File: config.mk
export PLATFORM = sky130hd
export DESIGN_NAME = zero_run_length_encoder
export DESIGN_NICKNAME = d
export VERILOG_FILES = /design/src/zrle_pkg.sv /design/src/zrle_front.sv /design/src/zrle_cmd_fifo.sv /design/src/zrle_back.sv /design/src/zero_run_length_encoder.sv
export SDC_FILE = /design/constraint.sdc
export NUM_CORES = 1
export LEC_CHECK = 0
export ABC_AREA = 0
export BUFFER_PORTS_ARGS = -buffer_cell sky130_fd_sc_hd__clkbuf_2
export CAP_MARGIN = 20
export CORE_MARGIN = 5
export CORE_UTILIZATION = 60
export CTS_CLUSTER_SIZE = 28
export DETAILED_ROUTE_END_ITERATION = 16
export PLACE_DENSITY_LB_ADDON = 0.08
export RECOVER_POWER = 50
export SLEW_MARGIN = 20
export SYNTH_ARGS = -nofsm -noshare
export SYNTH_HDL_FRONTEND = slang
export SYNTH_HIERARCHICAL = 1
export SYNTH_SLANG_ARGS = --single-unit
File: constraint.sdc
create_clock -name clk -period 10.3 [get_ports clk]
set_input_delay 1.03 -clock clk [delete_from_list [all_inputs] [get_ports clk]]
set_output_delay 1.03 -clock clk [all_outputs]
set_load 0.005 [all_outputs]
File: src/zrle_pkg.sv
// Shared types and constants for the zero run-length encoder.
`default_nettype none
package zrle_pkg;

  localparam int COEFF_W = 32;
  localparam int RUN_W   = 16;

  // Longest run that one marker can carry.
  localparam logic [RUN_W-1:0] MAX_RUN = 16'd65535;

  // Command queue between front and back.
  localparam int CMD_DEPTH = 4;
  localparam int CMD_PTR_W = $clog2(CMD_DEPTH);
  localparam int CMD_CNT_W = $clog2(CMD_DEPTH + 1);

  typedef enum logic {
    TOK_VALUE  = 1'b0,
    TOK_MARKER = 1'b1
  } tok_kind_t;

  // One command per accepted item that yields tokens. Token A (a marker of
  // a_len) goes out first when two is set; token B always goes out and
  // closes the item.
  typedef struct packed {
    logic               two;
    logic [RUN_W-1:0]   a_len;
    tok_kind_t          b_kind;
    logic [RUN_W-1:0]   b_len;
    logic [COEFF_W-1:0] b_val;
    logic               last;
  } cmd_t;

  typedef struct packed {
    logic full;
    logic empty;
  } q_stat_t;

endpackage
`default_nettype wire

File: src/zrle_front.sv
// Front end: accepts coefficients, tracks the zero run and issues token commands.
`default_nettype none
module zrle_front
  import zrle_pkg::*;
(
  input  wire logic               clk,
  input  wire logic               rst_n,
  input  wire logic               cfg_wr_en,
  input  wire logic               cfg_wr_data,
  input  wire logic               in_tvalid,
  output logic                    in_tready,
  input  wire logic [COEFF_W-1:0] in_tdata,
  input  wire logic               in_tlast,
  input  wire q_stat_t            q_stat,
  output logic                    push,
  output cmd_t                    push_cmd
);

  logic             run_mode_r, run_mode_nxt;
  logic [RUN_W-1:0] count_r, count_nxt;
  logic             accept, is_zero, at_max, emit;
  logic [RUN_W-1:0] count_inc;

  assign in_tready = !q_stat.full;
  assign accept    = in_tvalid && in_tready;
  assign is_zero   = (in_tdata[COEFF_W-2:0] == '0);
  assign at_max    = (count_r >= MAX_RUN);
  assign count_inc = count_r + 1'b1;

  always_comb begin
    run_mode_nxt    = cfg_wr_en ? cfg_wr_data : run_mode_r;
    count_nxt       = count_r;
    emit            = 1'b1;
    push_cmd.two    = 1'b0;
    push_cmd.a_len  = count_r;
    push_cmd.b_kind = TOK_MARKER;
    push_cmd.b_len  = '0;
    push_cmd.b_val  = '0;
    push_cmd.last   = in_tlast;
    if (run_mode_r && is_zero) begin
      if (at_max) begin
        // full run closes; this zero starts a new one
        push_cmd.a_len = MAX_RUN;
        if (in_tlast) begin
          push_cmd.two   = 1'b1;
          push_cmd.b_len = {{(RUN_W-1){1'b0}}, 1'b1};
          count_nxt      = '0;
        end else begin
          push_cmd.b_len = MAX_RUN;
          count_nxt      = {{(RUN_W-1){1'b0}}, 1'b1};
        end
      end else if (in_tlast) begin
        push_cmd.b_len = count_inc;
        count_nxt      = '0;
      end else begin
        emit      = 1'b0;
        count_nxt = count_inc;
      end
    end else begin
      // flush pending run, then the value itself
      push_cmd.two    = (count_r != '0);
      push_cmd.b_kind = TOK_VALUE;
      push_cmd.b_val  = in_tdata;
      count_nxt       = '0;
    end
  end

  assign push = accept && emit;

  always_ff @(posedge clk) begin
    if (!rst_n) begin
      run_mode_r <= 1'b1;
      count_r    <= '0;
    end else begin
      run_mode_r <= run_mode_nxt;
      if (accept) count_r <= count_nxt;
    end
  end

  a_count_bound: assert property (@(posedge clk) disable iff (!rst_n)
    count_r <= MAX_RUN)
    else $error("zero run count above limit");

endmodule
`default_nettype wire

File: src/zrle_cmd_fifo.sv
// Small command queue between the front end and the token emitter.
`default_nettype none
module zrle_cmd_fifo
  import zrle_pkg::*;
(
  input  wire logic clk,
  input  wire logic rst_n,
  input  wire logic push,
  input  wire cmd_t push_cmd,
  input  wire logic pop,
  output cmd_t      head,
  output q_stat_t   q_stat
);

  cmd_t                 mem_r [CMD_DEPTH];
  logic [CMD_PTR_W-1:0] wr_ptr_r, wr_ptr_nxt, rd_ptr_r, rd_ptr_nxt;
  logic [CMD_CNT_W-1:0] cnt_r, cnt_nxt;

  assign head         = mem_r[rd_ptr_r];
  assign q_stat.full  = (cnt_r == CMD_CNT_W'(CMD_DEPTH));
  assign q_stat.empty = (cnt_r == '0);

  always_comb begin
    wr_ptr_nxt = wr_ptr_r;
    rd_ptr_nxt = rd_ptr_r;
    cnt_nxt    = cnt_r;
    if (push)
      wr_ptr_nxt = (wr_ptr_r == CMD_PTR_W'(CMD_DEPTH-1)) ? '0 : wr_ptr_r + 1'b1;
    if (pop)
      rd_ptr_nxt = (rd_ptr_r == CMD_PTR_W'(CMD_DEPTH-1)) ? '0 : rd_ptr_r + 1'b1;
    if (push && !pop)      cnt_nxt = cnt_r + 1'b1;
    else if (pop && !push) cnt_nxt = cnt_r - 1'b1;
  end

  always_ff @(posedge clk) begin
    if (push) mem_r[wr_ptr_r] <= push_cmd;
  end

  always_ff @(posedge clk) begin
    if (!rst_n) begin
      wr_ptr_r <= '0;
      rd_ptr_r <= '0;
      cnt_r    <= '0;
    end else begin
      wr_ptr_r <= wr_ptr_nxt;
      rd_ptr_r <= rd_ptr_nxt;
      cnt_r    <= cnt_nxt;
    end
  end

  a_no_overflow: assert property (@(posedge clk) disable iff (!rst_n)
    q_stat.full |-> !push)
    else $error("command queue overflow");

  a_no_underflow: assert property (@(posedge clk) disable iff (!rst_n)
    q_stat.empty |-> !pop)
    else $error("command queue underflow");

endmodule
`default_nettype wire

File: src/zrle_back.sv
// Back end: expands queued commands into tokens in the output register.
`default_nettype none
module zrle_back
  import zrle_pkg::*;
(
  input  wire logic        clk,
  input  wire logic        rst_n,
  input  wire cmd_t        head,
  input  wire q_stat_t     q_stat,
  output logic             pop,
  output logic             out_tvalid,
  input  wire logic        out_tready,
  output logic [47:0]      out_tdata,
  output logic             out_tlast,
  output logic [1:0]       out_tuser
);

  logic               phase_r, phase_nxt;
  logic               valid_r, valid_nxt;
  logic               load, take_a;
  logic [RUN_W-1:0]   len_r, len_nxt;
  logic [COEFF_W-1:0] val_r, val_nxt;
  tok_kind_t          kind_r, kind_nxt;
  logic               idone_r, idone_nxt;
  logic               sdone_r, sdone_nxt;

  assign load   = !valid_r || out_tready;
  assign take_a = head.two && !phase_r;

  always_comb begin
    phase_nxt = phase_r;
    valid_nxt = load ? 1'b0 : valid_r;
    pop       = 1'b0;
    len_nxt   = len_r;
    val_nxt   = val_r;
    kind_nxt  = kind_r;
    idone_nxt = idone_r;
    sdone_nxt = sdone_r;
    if (load && !q_stat.empty) begin
      valid_nxt = 1'b1;
      if (take_a) begin
        kind_nxt  = TOK_MARKER;
        len_nxt   = head.a_len;
        val_nxt   = '0;
        idone_nxt = 1'b0;
        sdone_nxt = 1'b0;
        phase_nxt = 1'b1;
      end else begin
        kind_nxt  = head.b_kind;
        len_nxt   = head.b_len;
        val_nxt   = head.b_val;
        idone_nxt = 1'b1;
        sdone_nxt = head.last;
        phase_nxt = 1'b0;
        pop       = 1'b1;
      end
    end
  end

  always_ff @(posedge clk) begin
    if (!rst_n) begin
      phase_r <= 1'b0;
      valid_r <= 1'b0;
    end else begin
      phase_r <= phase_nxt;
      valid_r <= valid_nxt;
    end
  end

  always_ff @(posedge clk) begin
    len_r   <= len_nxt;
    val_r   <= val_nxt;
    kind_r  <= kind_nxt;
    idone_r <= idone_nxt;
    sdone_r <= sdone_nxt;
  end

  assign out_tvalid = valid_r;
  assign out_tdata  = {val_r, len_r};
  assign out_tlast  = sdone_r;
  assign out_tuser  = {idone_r, kind_r};

  a_phase_head: assert property (@(posedge clk) disable iff (!rst_n)
    phase_r |-> (!q_stat.empty && head.two))
    else $error("second token pending without a two-token command");

  a_marker_first: assert property (@(posedge clk) disable iff (!rst_n)
    (valid_r && !idone_r) |-> (kind_r == TOK_MARKER))
    else $error("leading token of an item is not a marker");

endmodule
`default_nettype wire

File: src/zero_run_length_encoder.sv
// Top level of the zero run-length encoder: front end, command queue, emitter.
//
// Input stream (in_*): one coefficient bit pattern per request on in_tdata,
// in_tlast set on the final coefficient of the data set. A coefficient is
// zero when bits 30..0 are clear, so +0 and -0 both count.
// Output stream (out_*): tokens. A value token carries the coefficient, a
// marker token carries the length of a skipped zero run (at most 65535).
// cfg_wr_en/cfg_wr_data write run_mode_enable; write it only while idle.
//
// A token is registered in the command queue and then in the output register
// before it shows on out_tvalid.
// Throughput: one item per cycle while out_tready stays high and each item
// yields at most one token; an item that closes a run and carries a value
// yields two tokens. The single output register paces this, and the
// four-entry command queue soaks up the extra token so input keeps flowing.
// Zeros inside a run yield no token and only advance the run count.
// Reset: run mode on, no run pending, queue and output register empty.
// Receiver stall: the output register holds its token, the queue fills, and
// in_tready drops once all four entries are in use.
`default_nettype none
module zero_run_length_encoder
  import zrle_pkg::*;
(
  input  wire logic               clk,
  input  wire logic               rst_n,
  // configuration: run_mode_enable
  input  wire logic               cfg_wr_en,
  input  wire logic               cfg_wr_data,
  // input channel
  input  wire logic               in_tvalid,
  output logic                    in_tready,
  input  wire logic [COEFF_W-1:0] in_tdata,   // [31:0] coeff_bits
  input  wire logic               in_tlast,   // stream_end
  // result channel
  output logic                    out_tvalid,
  input  wire logic               out_tready,
  output logic [47:0]             out_tdata,  // [15:0] run_length, [47:16] value_bits
  output logic                    out_tlast,  // stream_done
  output logic [1:0]              out_tuser   // [0] token_kind, [1] item_done
);

  cmd_t    push_cmd, head;
  logic    push, pop;
  q_stat_t q_stat;

  // Classify each coefficient and track the pending run.
  zrle_front u_front (
    .clk         (clk),
    .rst_n       (rst_n),
    .cfg_wr_en   (cfg_wr_en),
    .cfg_wr_data (cfg_wr_data),
    .in_tvalid   (in_tvalid),
    .in_tready   (in_tready),
    .in_tdata    (in_tdata),
    .in_tlast    (in_tlast),
    .q_stat      (q_stat),
    .push        (push),
    .push_cmd    (push_cmd)
  );

  // Hold commands so front and back can stall independently.
  zrle_cmd_fifo u_fifo (
    .clk      (clk),
    .rst_n    (rst_n),
    .push     (push),
    .push_cmd (push_cmd),
    .pop      (pop),
    .head     (head),
    .q_stat   (q_stat)
  );

  // Expand each command into one or two tokens.
  zrle_back u_back (
    .clk        (clk),
    .rst_n      (rst_n),
    .head       (head),
    .q_stat     (q_stat),
    .pop        (pop),
    .out_tvalid (out_tvalid),
    .out_tready (out_tready),
    .out_tdata  (out_tdata),
    .out_tlast  (out_tlast),
    .out_tuser  (out_tuser)
  );

endmodule
`default_nettype wire
# Yosys cells after proc, flatten, opt, wreduce, memory -nomap -nowiden
# Memories as Yosys holds them, arrays and structs flattened. A register that Yosys moved wholly into a read port is not among the register bits.
# Cells that the tools add are included.
# totals
regBits	77
ramBits	268
inputBits	39
out_inout_bits	53
wordCells	71
mem_count	1
# mem_list
memory	depth	width	rd	rd_ports_with_merged_regs	write_ports	line	rtl
u_fifo.mem_r	4	67	1	1	1	zrle_cmd_fifo.sv:15	cmd_t mem_r [CMD_DEPTH];
# op_classes
addsub	5
order_cmp	1
n_eq_ne	3
mux	30
n_reduce_logical	19
# ops
operator	count
16-bit two-way mux	9
32-bit two-way mux	1
31-bit logical NOT	1
17-bit two-way mux	1
16-bit by 1-bit adder with 16-bit output, second input constant	1
16-bit >= comparator, second input constant	1
16-bit nonzero test	1
1-bit two-way mux	13
2-bit two-way mux	4
1-bit logical AND	7
1-bit logical NOT	6
3-bit two-way mux	2
2-bit by 1-bit adder with 2-bit output, second input constant	2
2-bit == test, second input constant	2
2-bit nonzero test	2
3-bit by 1-bit adder with 3-bit output, second input constant	1
3-bit == test, second input constant	1
3-bit logical NOT	1
3-bit by 1-bit subtractor with 3-bit output, second input constant	1
1-bit logical OR	1

# Longest topological paths before layout
# Gate-level depths: netlist of run 1.
# depth
depth_word	8
depth_mapped	14
ltp_nobuf	11

# Cells and area by module
# The synthesis of run 1 kept the hierarchy.
# by_module_without_submodules
module	n_inst	cells_each	area_per_inst_um2	seq_area_each_um2
zrle_cmd_fifo	1	394	10159.7	8227.9
zrle_back	1	120	2072.0	1571.5
zrle_front	1	254	1664.1	340.3

# Worst setup path before layout of run 1
# Ideal clock, no wire load.
# synth_timing
kind	input port to flip-flop
start	in out_tready
end	reg u_fifo.cnt_r[2]
setup_time_ns	0.076
t_arrival_ns	4.652
t_required_ns	10.224
path_slack_ns	5.572
cell_stages	10
path_buffers	0
path_cell_list	nor2b_1 nor2_1 and2_1 inv_1 ha_1 inv_1 fa_1 xor2_1 or3_1 a21boi_0
# synth_between
elab_chain_len	6
word_cells_on_any_way	8
classes_between	mux (2); reduce/logical (6)
# synth_lines
element	line	rtl
from (decl)	zero_run_length_encoder.sv:36	input wire logic out_tready,
1-bit logical OR (*)	zrle_back.sv:27	assign load = !valid_r || out_tready;
1-bit logical AND (*)	zrle_back.sv:39	if (load && !q_stat.empty) begin
1-bit two-way mux (*)	zrle_back.sv:39	
net pop	zero_run_length_encoder.sv:43	logic push, pop;
1-bit logical NOT	zrle_cmd_fifo.sv:31	if (push && !pop) cnt_nxt = cnt_r + 1'b1;
1-bit logical AND	zrle_cmd_fifo.sv:31	
3-bit two-way mux / 2-bit nonzero test (equally long branches)	-	
to (signal assigned)	zrle_cmd_fifo.sv:47	cnt_r <= cnt_nxt;
to (decl)	zrle_cmd_fifo.sv:17	logic [CMD_CNT_W-1:0] cnt_r, cnt_nxt;
# The timed path passes the listed nets; every way through them passes the cells marked *.
# A chain may end at the register's enable or synchronous reset.

==> flow_summary_export.csv, run 1 <==
group,metric,value,unit
critical_path,path_cells,"clkbuf_1, mux4_2, nand2b_4, and2_1, inv_1, ha_1, inv_1, fa_1, xor2_1, or3_1, a21boi_0",
synthesis,synth_compound_area_share,2.82,%
power_and_ir_drop,power,4.01,mW
power_and_ir_drop,vdd_drop_max,0.000287,V
synthesis,yosysSeqAreaShare,73.0,%
critical_path,cp_slowest_cell,"clkbuf_1",
clock_tree,cts_resized,0,
critical_path,worstSetupStartpointType,"flip-flop",
clock_tree,cts_buffer_depth,3,
sta,final-hold-violation-count,0,
clock_tree,clkSinkCount,347,
critical_path,cp_max_fo,67,
synthesis,ys_async_sr_fraction,0,%
grt,grt_max_degree,68,
clock_tree,path_clk_slew,0.06,ns
synthesis,synthCells,768,
power_and_ir_drop,powerDensity,261,mW/mm2
sta,post-route-min-period,6.45,ns
sta,clock_skew,0.00891,ns
min_path,worstHoldPathCells,2,
sta,fin_tns_setup,0,ns
floorplanning,core-area,0.0227,mm2
cells_and_area,multi_input_area,0.00328,mm2
sta,tightest_slew,4.28,ns
grt,overflow,0,
cells_and_area,regArea,0.0101,mm2
route,wl,25.4,mm
route,via_count,6830,
floorplanning,io_pins,92,
critical_path,critPathArrivalTime,6.85,ns
cells_and_area,mostFrequentLayoutCell,"edfxtp_1",
floorplanning,row_count,55,
grt,antenna_found_initial,1,
status,violations,"max-capacitance violations, max-slew violations",
grt,grt_pass1_vias,7228,
critical_path,cpPeakStageDelay,2.98,ns
critical_path,cp.required,10.70,ns
sta,finalMaxSlewViolations,121,
floorplanning,die-area,0.0263,mm2
synthesis,postSynthAreaPerCell,18.1,um2
min_path,hold_end,"u_back/phase_r",
critical_path,ff2ff_path_depth,11,
sta,max_freq,155,MHz
cells_and_area,area_delta_synth_final,10.7,%
cells_and_area,layout_common_cells,"edfxtp_1, clkbuf_1, mux4_2, clkbuf_16, and2_1",
cells_and_area,fillers,1528,
cells_and_area,antenna_cells,0,
sta,fin_crit_sh,62.6,%
synthesis,synth-xor-area-share,0.378,%
critical_path,cp_common_cell,"inv_1",
synthesis,yosysWarnings,6,
floorplanning,fp.dieH,162,um
floorplanning,start_util,61.2,%
synthesis,ys_seq_elements,347,
synthesis,synth-edff-count,319,
critical_path,worst-path-buf-inv,3,
route,dr.pass1.iters,5,
synthesis,synth_top_area_cell,"edfxtp_1",
clock_tree,root_buffer,"clkbuf_16",
synthesis,netlist.area_leader.share,68.9,%
synthesis,synth_top_family_by_area,"multiplexers",
route,first_iter_violations,514,
sta,rsz0062_at_grt,"false",
synthesis,synth_ff_type,"edfxtp_1",
synthesis,ys_top_cells_by_area,"edfxtp_1, mux4_2, dfxtp_1",
sta,setup_viol,0,
placed_design,dpl.hpwl,14.8,mm
clock_tree,cts.htree.levels,2,
synthesis,synth.net_count,816,
placed_design,port_buffers,91,
synthesis,synth.mux.area_fraction,12.6,%
placed_design,gp_congestion,0.869,
grt,grt_pass1_wl,40.2,mm
route,vias_per_cell,6.04,
critical_path,r2r-end,"u_fifo/cnt_r[2]",
sta,slew_headroom,-185,%
cells_and_area,drive_gt1_share,22.0,%
min_path,hold_path.class,"reg -> reg",
clock_tree,cts_tree,"done",
synthesis,synth-simple-area-share,6.86,%
critical_path,cp-end-kind,"flip-flop",
cells_and_area,nNetsFinal,868,
clock_tree,hold_buffers,0,
grt,track_usage,19.8,%
status,status,"complete, but fails checks",
clock_tree,postCtsSetupBuffers,0,
route,antenna_left,0,
route,drc,0,
critical_path,crit_type,"reg -> reg",
clock_tree,cts_buffers,36,
route,wire_per_inst,22.5,um
min_path,hold_start,"u_back/phase_r",
synthesis,yosysUniqueCellTypes,61,
synthesis,netlist_area,0.0139,mm2
job,maxCapViolations,2,
power_and_ir_drop,p_leak,5.00,nW
floorplanning,die_w,162,um
critical_path,cpLargestDelayFamily,"buffers and inverters",
synthesis,synth-adder-area-share,0.864,%
critical_path,r2r_slack,3.85,ns
clock_tree,clock_latency,0.50,ns
## where the power goes
part           internal, mW  switching (mW)  total (mW)  leakage [nW]
sequential             1.84          0.0869        1.93          3.25
clock                 0.753           0.487        1.24         0.557
combinational         0.421           0.426       0.847          1.20
total                  3.01            1.00        4.01          5.00
## Yosys cell counts (8+ instances only)
cell type / n
clkbuf_1: 53
nor2_1: 17
a21oi_1: 14
mux2_2: 17
inv_1: 10
ha_1: 8
nor4_1: 11
dfxtp_1: 28
o21ai_0: 12
edfxtp_1: 319
nor2b_1: 12
nand4_1: 8
buf_2: 15
nand2_1: 30
and2_1: 41
mux4_2: 67
## cell families (layout without fill, tap and decap cells)
| family | Yosys count | in the layout |
|---|---|---|
| XOR/XNOR | 6 | 6 |
| AND/OR/NAND/NOR | 164 | 164 |
| AO/OA/AOI/OAI | 57 | 57 |
| adder cells (fa/ha/maj) | 9 | 9 |
| buffers and inverters | 96 | 173 |
| flip-flops | 347 | 347 |
| multiplexers | 89 | 89 |
## worst max-delay path by stage
stage / slack [ns] / startpoint / to / cells after the start
after floorplan: 5.57 / out_tready / u_fifo/cnt_r[2] / 10
after global placement: 6.08 / in_tdata[14] / u_fifo/mem_r[2][51] / 9
after detailed placement: 6.01 / in_tdata[14] / u_fifo/mem_r[1][66] / 9
after CTS: 6.41 / flip-flop / u_fifo/cnt_r[2] / 11
after global routing: 3.35 / flip-flop / u_fifo/cnt_r[2] / 11
final: 3.85 / flip-flop / u_fifo/cnt_r[2] / 11
## worst reg2reg max path, cell delays in order (launching register included)
cell and delay [ns]:
dfxtp_2 0.31, clkbuf_1 2.98, mux4_2 0.81, nand2b_4 0.40, and2_1 0.39, inv_1 0.12
ha_1 0.20, inv_1 0.07, fa_1 0.38, xor2_1 0.17, or3_1 0.32, a21boi_0 0.22
## flip-flops by register name, indices dropped and copies added, names as in the netlist, 2 cells and up, named ones only
| name | cells |
|---|---|
| u_fifo/cnt_r | 3 |
| u_fifo/mem_r | 268 |
| u_back/val_r | 32 |
| u_fifo/rd_ptr_r | 2 |
| u_fifo/wr_ptr_r | 2 |
| u_back/len_r | 16 |
| u_front/count_r | 16 |
## metrics by stage
step                hold WS [ns]  utilization, %  cell area, um2  instances  setup slack [ns]
floorplan                  0.431               -           13900        768              5.57
global placement           0.455            63.2           14300       1067              6.08
detailed placement         0.459            63.2           14300       1067              6.01
CTS                        0.465            68.2           15500       1130              6.41
global route               0.516            67.8           15400       1130              3.35
finish                     0.467            67.8           15400       1130              3.85
## layer usage
layer / vias up / part of all wire, % / GRT usage [%]
met2: 221 / 50 / 33.5
li1: 3081 / - / -
met3: 33 / 6.2 / 3.60
met1: 3495 / 43 / 27.5
met4: 0 / 1.4 / 4.11
met5: - / 0 / 0
## cell type report
class	instances	area share (%)
Sequential cell	347	65.9
Multi-Input combinational cell	325	21.3
Clock buffer	50	6.53
Timing Repair Buffer	100	2.81
Tap cell	285	2.32
Clock inverter	13	0.862
Inverter	10	0.244
Power figures use the tool's default switching activity.
==> run 2: changes to the inputs <==
--- a/config.mk
+++ b/config.mk
@@ -9,7 +9,7 @@
 export BUFFER_PORTS_ARGS = -buffer_cell sky130_fd_sc_hd__clkbuf_2
 export CAP_MARGIN = 20
 export CORE_MARGIN = 5
-export CORE_UTILIZATION = 60
+export CORE_UTILIZATION = 54
 export CTS_CLUSTER_SIZE = 28
 export DETAILED_ROUTE_END_ITERATION = 16
 export PLACE_DENSITY_LB_ADDON = 0.08
==> constraint.sdc (replaced) <==
create_clock -name clk -period 5.3 [get_ports clk]
set_input_delay 0.53 -clock clk [delete_from_list [all_inputs] [get_ports clk]]
set_output_delay 0.53 -clock clk [all_outputs]
set_load 0.005 [all_outputs]
==> flow_summary_export.csv, run 2 (same netlist as run 1, synthesis figures left out) <==
group,metric,value,unit
status,violations,"max-capacitance violations, max-slew violations",
route,antenna_left,0,
cells_and_area,largest-register,"u_fifo/mem_r",
cells_and_area,layout_common_cells,"edfxtp_1, clkbuf_1, mux4_2, clkbuf_16, nand2_1",
status,status,"complete, but fails checks",
floorplanning,core-area,0.0253,mm2
cells_and_area,fin_cells,1181,
route,wire_per_inst,22.5,um
sta,fin_ws,1.62,ns
grt,grt_pass1_vias,7412,
critical_path,cp-end-kind,"flip-flop",
critical_path,critPathArrivalTime,4.09,ns
placed_design,dpl.hpwl,15.7,mm
sta,fin_tns_setup,0,ns
floorplanning,row_count,58,
grt,grt_max_degree,67,
floorplanning,start_util,55.0,%
grt,grt_pass1_wl,42.1,mm
sta,finalMaxSlewViolations,62,
placed_design,placed_cell_area,0.0144,mm2
sta,post-route-min-period,3.68,ns
cells_and_area,drive_gt1_share,22.4,%
route,vias_per_cell,5.81,
route,drc,0,
critical_path,worstSetupStartpointType,"input port",
cells_and_area,nNetsFinal,871,
critical_path,critPathLaunch,"in_tdata[25]",
sta,rsz0062_at_grt,"false",
sta,slew_headroom,-130,%
placed_design,port_buffers,91,
clock_tree,cts_resized,0,
min_path,hold_start,"cfg_wr_data",
floorplanning,fp.dieH,170,um
power_and_ir_drop,vdd_drop_max,0.000339,V
sta,tightest_slew,3.45,ns
clock_tree,path_clk_slew,0.06,ns
route,wl,26.6,mm
sta,clock_skew,0.0184,ns
grt,overflow,0,
critical_path,cp_max_fo,22,
clock_tree,cts_tree,"done",
placed_design,gp_congestion,0.851,
placed_design,dpl_worst_slack,1.54,ns
cells_and_area,largest_reg_flops,268,
critical_path,crit_type,"in -> reg",
sta,fin_crit_sh,69.4,%
sta,setup_viol,0,
clock_tree,clock_latency,0.51,ns
min_path,hold_path.class,"in -> reg",
cells_and_area,fillers,1862,
cells_and_area,mostFrequentLayoutCell,"edfxtp_1",
clock_tree,hold_buffers,0,
critical_path,r2r-start,"u_fifo/cnt_r[0]",
sta,hold_slack,0.278,ns
floorplanning,die_w,170,um
cells_and_area,area_delta_synth_final,11.8,%
grt,track_usage,18.8,%
route,via_count,6863,
clock_tree,cts.htree.levels,2,
floorplanning,die-area,0.0290,mm2
clock_tree,clkSinkCount,347,
clock_tree,root_buffer,"clkbuf_16",
power_and_ir_drop,powerDensity,508,mW/mm2
grt,antenna_found_initial,0,
cells_and_area,antenna_cells,0,
placed_design,placed_cells,1115,
cells_and_area,final_area,0.0155,mm2
cells_and_area,reg_top3,"u_fifo/mem_r (268), u_back/val_r (32)",
critical_path,cp.required,5.71,ns
route,first_iter_violations,640,
sta,max_freq,272,MHz
route,dr.pass1.iters,5,
job,maxCapViolations,2,
clock_tree,cts_buffer_depth,3,
floorplanning,io_pins,92,
clock_tree,cts_buffers,36,
sta,final-hold-violation-count,0,
clock_tree,postCtsSetupBuffers,0,
power_and_ir_drop,p_leak,5.03,nW
==> run 2: cell types whose count changed in the layout (fill, tap and decap cells not counted), sizes merged <==
cell    before  now
clkbuf     143  142
inv         10   12
bufinv       3    5
buf          7   10
==> run 2: power by group <==
group / internal [mW] / switching, mW / total, mW
Sequential: 3.57 / 0.169 / 3.74
Clock: 1.56 / 0.970 / 2.53
Combinational: 0.775 / 0.847 / 1.62
Total: 5.91 / 1.99 / 7.89
==> run 2: critical path: stages <==
cell and delay [ns]:
clkbuf_1 0.13, nor4_1 0.66, nand4_1 0.39, or2_1 0.32
clkbuf_1 0.43, nor3_1 0.31, nor2_1 0.15, ha_1 0.26
inv_1 0.09, fa_1 0.18, xor2_1 0.08, or3_1 0.33
a21boi_0 0.22
==> run 2: worst paths after layout <==
path                             end  slack [ns]  depth (start not counted)
setup / recovery     u_fifo/cnt_r[2]        1.62                         13
hold / removal    u_front/run_mode_r        0.28                          3
setup reg to reg      u_back/phase_r        1.63                          4
hold reg to reg       u_back/phase_r        0.47                          2
==> run 2: area by class of cell <==
class	instances	area [um2]	share of cell area, %
tap	330	413	2.66
sequential	347	10100	65.3
timing repair buffer	103	468	3.01
clock buffer	49	991	6.38
clock inverter	17	213	1.37
inverter	10	37.5	0.242
multi-input combinational	325	3270	21.1
==> run 2: metal layers <==
layer  track usage [%]  routed length [um]  vias to the layer above
met5                 0                   0                        -
met4              5.03                 504                        0
met3              3.34                1380                       43
met2              31.3               13300                      198
met1              26.2               11400                     3526
li1                  -                   -                     3096
==> run 2: per-stage QoR <==
step | utilization, % | total power [mW]
finish | 61.5 | 7.89
global route | 61.5 | 8.31
CTS | 61.9 | 8.06
detailed placement | 57.2 | 5.50
global placement | 57.2 | 5.46
floorplan | - | 4.98
